`src/rtl/bb3_pkg.sv`:
```
// ----------------------------------------------------------------------------
// bb3_pkg
// Shared types and constants of the 3x3 box blur stream.
// ----------------------------------------------------------------------------
`default_nettype none

package bb3_pkg;

  localparam int MAX_LINE_WIDTH = 2048;
  localparam int HEIGHT_LIMIT   = 4096;

  localparam int PIX_W    = 8;
  localparam int WIDTH_W  = 12;
  localparam int HEIGHT_W = 13;
  localparam int CFG_W    = 13;
  localparam int CFG_IDX_W = 1;

  localparam int COL_W  = $clog2(MAX_LINE_WIDTH);
  localparam int EW_W   = WIDTH_W + 1;
  localparam int CMP_W  = (COL_W + 1 > EW_W) ? COL_W + 1 : EW_W;
  localparam int ROW_W  = $clog2(HEIGHT_LIMIT);
  localparam int CSUM_W = 10;
  localparam int SUM_W  = 12;

  localparam int RECIP_W     = 13;
  localparam int RECIP_SHIFT = 15;
  localparam logic [RECIP_W-1:0] RECIP_6 = RECIP_W'(5462);
  localparam logic [RECIP_W-1:0] RECIP_9 = RECIP_W'(3641);

  typedef enum logic {
    OP_PIXEL = 1'b0,
    OP_DRAIN = 1'b1
  } op_t;

  typedef enum logic [CFG_IDX_W-1:0] {
    CFG_IMAGE_WIDTH  = 1'b0,
    CFG_IMAGE_HEIGHT = 1'b1
  } cfg_reg_t;

  typedef enum logic [1:0] {
    DIV_4,
    DIV_6,
    DIV_9
  } div_sel_t;

  typedef struct packed {
    logic [SUM_W-1:0] sum;
    div_sel_t         sel;
  } div_req_t;

endpackage

`default_nettype wire

```
`src/rtl/bb3_div.sv`:
```
// ----------------------------------------------------------------------------
// bb3_div
// Window sum divided by 4 through a shift, or by 6 or 9 through a reciprocal multiply.
// ----------------------------------------------------------------------------
`default_nettype none

module bb3_div (
  input  var bb3_pkg::div_req_t          req,
  output logic [bb3_pkg::PIX_W-1:0]      quo
);

  logic [bb3_pkg::RECIP_W-1:0]               recip;
  logic [bb3_pkg::SUM_W+bb3_pkg::RECIP_W-1:0] prod;

  assign recip = (req.sel == bb3_pkg::DIV_9) ? bb3_pkg::RECIP_9 : bb3_pkg::RECIP_6;
  assign prod  = (bb3_pkg::SUM_W+bb3_pkg::RECIP_W)'(req.sum) *
                 (bb3_pkg::SUM_W+bb3_pkg::RECIP_W)'(recip);

  always_comb begin
    unique case (req.sel)
      bb3_pkg::DIV_4: quo = req.sum[2 +: bb3_pkg::PIX_W];
      bb3_pkg::DIV_6,
      bb3_pkg::DIV_9: quo = prod[bb3_pkg::RECIP_SHIFT +: bb3_pkg::PIX_W];
      default:        quo = req.sum[2 +: bb3_pkg::PIX_W];
    endcase
  end

endmodule

`default_nettype wire

```
`config.mk`:
```
export PLATFORM = sky130hd
export DESIGN_NAME = bb3_div
export DESIGN_NICKNAME = d
export VERILOG_FILES = /design/src/rtl/bb3_pkg.sv /design/src/rtl/bb3_div.sv
export SDC_FILE = /design/constraint.sdc
export NUM_CORES = 1
export LEC_CHECK = 0
export ABC_AREA = 1
export BUFFER_PORTS_ARGS = -buffer_cell sky130_fd_sc_hd__buf_2
export CAP_MARGIN = 20
export CORE_MARGIN = 2
export CORE_UTILIZATION = 44
export DETAILED_ROUTE_END_ITERATION = 6
export SYNTH_ARGS = -nofsm -noshare
export SYNTH_HDL_FRONTEND = slang
export SYNTH_SLANG_ARGS = --single-unit
```
`constraint.sdc`:
```
create_clock -name vclk -period 18.9
set_input_delay 3.78 -clock vclk [all_inputs]
set_output_delay 3.78 -clock vclk [all_outputs]
set_load 0.02 [all_outputs]
```
== Yosys cells after proc, flatten, opt, wreduce, memory -nomap -nowiden ==
Cells that the tools add are included.
W data, S select, Z words.
Word-level totals
  word-level logic and storage cells: 6
  register bits after elaboration: 0
  input port bits: 14
Cells by class
  equal/unequal tests: 2
  multiplexer cells: 2
  multiply operators: 1
  reductions and logical operators: 1
Operator list (number)
  $mul A12 B13 Y23: 1
  $mux W13: 1
  $mux W8: 1
  $eq A2 B1 Y1 const B: 1
  $eq A2 B2 Y1 const B: 1
  $reduce_or A2 Y1: 1

== Depth between registers and ports, before layout ==
  word-level depth: 4
  gate-level depth with buffers: 27

== Least setup slack after synthesis ==
No wires, ideal clock.
  path type: input port to output port
  start point: in req[0] in the netlist's numbering
  end point: out quo[3] in the netlist's numbering
  path buffers: 1
  stages on the path: 23
  path slack: 6.695 ns
  data required time: 15.120 ns
  data arrival time: 8.425 ns
  cells stage by stage: inv_1 ha_1 buf_2 nor2_1 inv_1 fa_1 inv_1 fa_1 fa_1 fa_1 inv_1 fa_1 inv_1 ha_1 nand2_1 inv_1 a21oi_1 nor2_1 nor2_1 nand3_1 nand2_1 nor2_1 nor2_1
On the way
  cells in the longest elaborated chain, start to end: 4
  elaborated cells between the ends (all ways): 6
RTL lines
  from (decl): line bb3_div.sv:8  | input var bb3_pkg::div_req_t req,
  $eq A2 B2 Y1: line bb3_div.sv:15, bb3_div.sv:20
  $mux W13: line bb3_div.sv:15  | assign recip = (req.sel == bb3_pkg::DIV_9) ? bb3_pkg::RECIP_9 : bb3_pkg::RECIP_6;
  $mul A12 B13 Y23: line bb3_div.sv:16  | assign prod = (bb3_pkg::SUM_W+bb3_pkg::RECIP_W)'(req.sum) *
  $mux W8 (*): line bb3_div.sv:20  | unique case (req.sel)
  to (decl): line bb3_div.sv:9  | output logic [bb3_pkg::PIX_W-1:0] quo
Every way passes the cells marked *; elsewhere a longest branch is shown, timed or not.

== Worst setup path after layout ==
  start point: in req[0] in the netlist's numbering
  end point: out quo[5] in the netlist's numbering
Same word-level chain as after synthesis.

==> results.md <==
- Worst hold stages: 4
- Drt total wl: around 8700 µm
- Average wire per standard cell: between 10 and 15 µm
- Post-synth cell types: 25
- Post-CTS Resized: 0
- Max frequency: 77.0 MHz
- Post-DRT Antenna Nets: 0
- Worst path slowest cell: ha_1
- Max-cap violations: 0
- # hold bufs at CTS: 0
- RSZ-0062 raised after global routing: false
- Pre-antenna DRT Iters: 4
- Critical Path End Type: primary output
- Cell taking the most area after synthesis: fa_1
- Worst-margin pin slew: 0.871 ns
- Initial core utilization: a little under half
- Postcts setup bufs: 0
- Crit path max fanout: 24
- Status: complete, no violations
- Reg area: 0 µm²
- DRC viols: 0
- Hold Path End: quo[6]
- Die ar.: between 9000 and 10000 µm²
- Critical Path Source Type: primary input
- Number of clock buffers in the layout: 0
- Worst hold start: req[10]
- Worst EP arrival: around 9.2 ns
- Final Cycle Share: between 60% and 70%
- Post-Syn Area: 3770 µm²
- Largest net degree at the start of global routing: 25
- Cell count after synthesis: a little over 500
- Area grow syn2layout: 6.56%
- Most numerous cell in the Yosys netlist: inv_1
- Crit path kind: primary input to primary output
- Hpwl dp: between 8000 and 9000 µm
- Total track usage: 19.8%
- Critical Path RT: roughly 15 ns
- Die width: just under 100 µm
- Initial antenna violation count: 0
- Vias per Instance: between 4 and 5
- Top cells by area, synth: fa_1 38%, ha_1 21%, inv_1 16%, nand2_1 11%, nor2_1 3.1%
- Layout cells sized above 1: about 4.9%
- CP startpoint: req[0]
- DR iter-0 viols: 103
- Relative slew margins: 41.9%
- First-pass GRT wire length: 15200 µm
- Yosys top cell area share: 38.2%
- Register area share after synthesis: 0%
- # diodes: 0
- Die span in y: between 90 and 100 µm
- Worst hold path type: primary input to primary output
- Sequential cells: 0
- Synth cell count leaders: 160 x inv_1, 109 x nand2_1, 72 x fa_1
- Fin Setup TNS: 0 ns
- CP max stage delay: between 0.7 and 0.8 ns
- Final setup vio count: 0
- Yosys warnings: 0
- Final hold violation count: 0
- Syn Area/Cell: 7.37 µm²
- Vias: about 3.0k
- Grt ovf: 0
- Core Footprint: between 8000 and 9000 µm²
- RD Place Congestion: 0.905
- Row count: 33
- Crit path time final: ~13 ns
- Top Ports: 22
- Port Buffer Count: 22
- Slew Viols, Final: 0
- Vias in the first global route: about 3.2k
- Layout net count: between 600 and 700
[final cells by class]
| type | count | area (µm²) |
|---|---|---|
| timing repair buffer | 22 | 110 |
| tap | 105 | 131 |
| fill | 860 | 4240 |
| inverter | 160 | 601 |
| multi-input combinational | 354 | 3180 |
[cells in the final DEF, fill, tap and decap left out, types with 3 or more instances in the layout]
cell type / instances
nand2_1: 109
ha_1: 62
a21oi_1: 16
xnor2_1: 3
conb_1: 14
nand3_1: 20
fa_1: 72
nor2_1: 31
o21ai_0: 6
inv_1: 160
buf_2: 22
[routing by layer]
metal	global-route usage [%]	wire (µm)
met3	0.939	367
met2	33.3	4050
met4	2.82	131
met1	29.2	4160
met5	0	0
[kinds of logic (layout without fill, tap and decap cells)]
logic type                 Yosys count  after routing  share of synthesized area, %
buffers and inverters              170            182                          16.9
and+or+nand+nor                    171            171                          18.6
AOI/OAI and AO/OA                   30             30                          4.41
other                                2             14                         0.199
adders and majority gates          134            134                          58.7
xor gates and xnor gates             5              5                          1.16
[worst max path at each step]
stage / to / cells past startpoint
floorplan: quo[3] / 23
global placement: quo[5] / 25
detailed placement: quo[7] / 25
CTS: quo[7] / 25
global route: quo[7] / 26
finish: quo[5] / 25
[critical path: cells and delay by family]
kind / cells / cell delay [ns]
fa+ha+maj: 7 / 3.56
compound gates: 1 / 0.20
simple gates: 9 / 0.91
buf+inv: 8 / 0.75
[metrics by stage]
step / hold slack (ns) / cells / cell area, µm² / utilization, % / setup slack, ns
floorplan: 7.73 / 524 / 3820 / - / 6.70
global placement: 7.95 / 641 / 4020 / 48.7 / 5.92
detailed placement: 7.95 / 641 / 4020 / 48.7 / 5.93
CTS: 7.95 / 641 / 4020 / 48.7 / 5.90
global route: 7.97 / 641 / 4020 / 48.7 / 5.45
finish: 7.95 / 641 / 4020 / 48.7 / 5.92
Power is left out: the tool's default activity adds up to more than one toggle a clock period on the data nets, which glitch-free logic cannot reach.
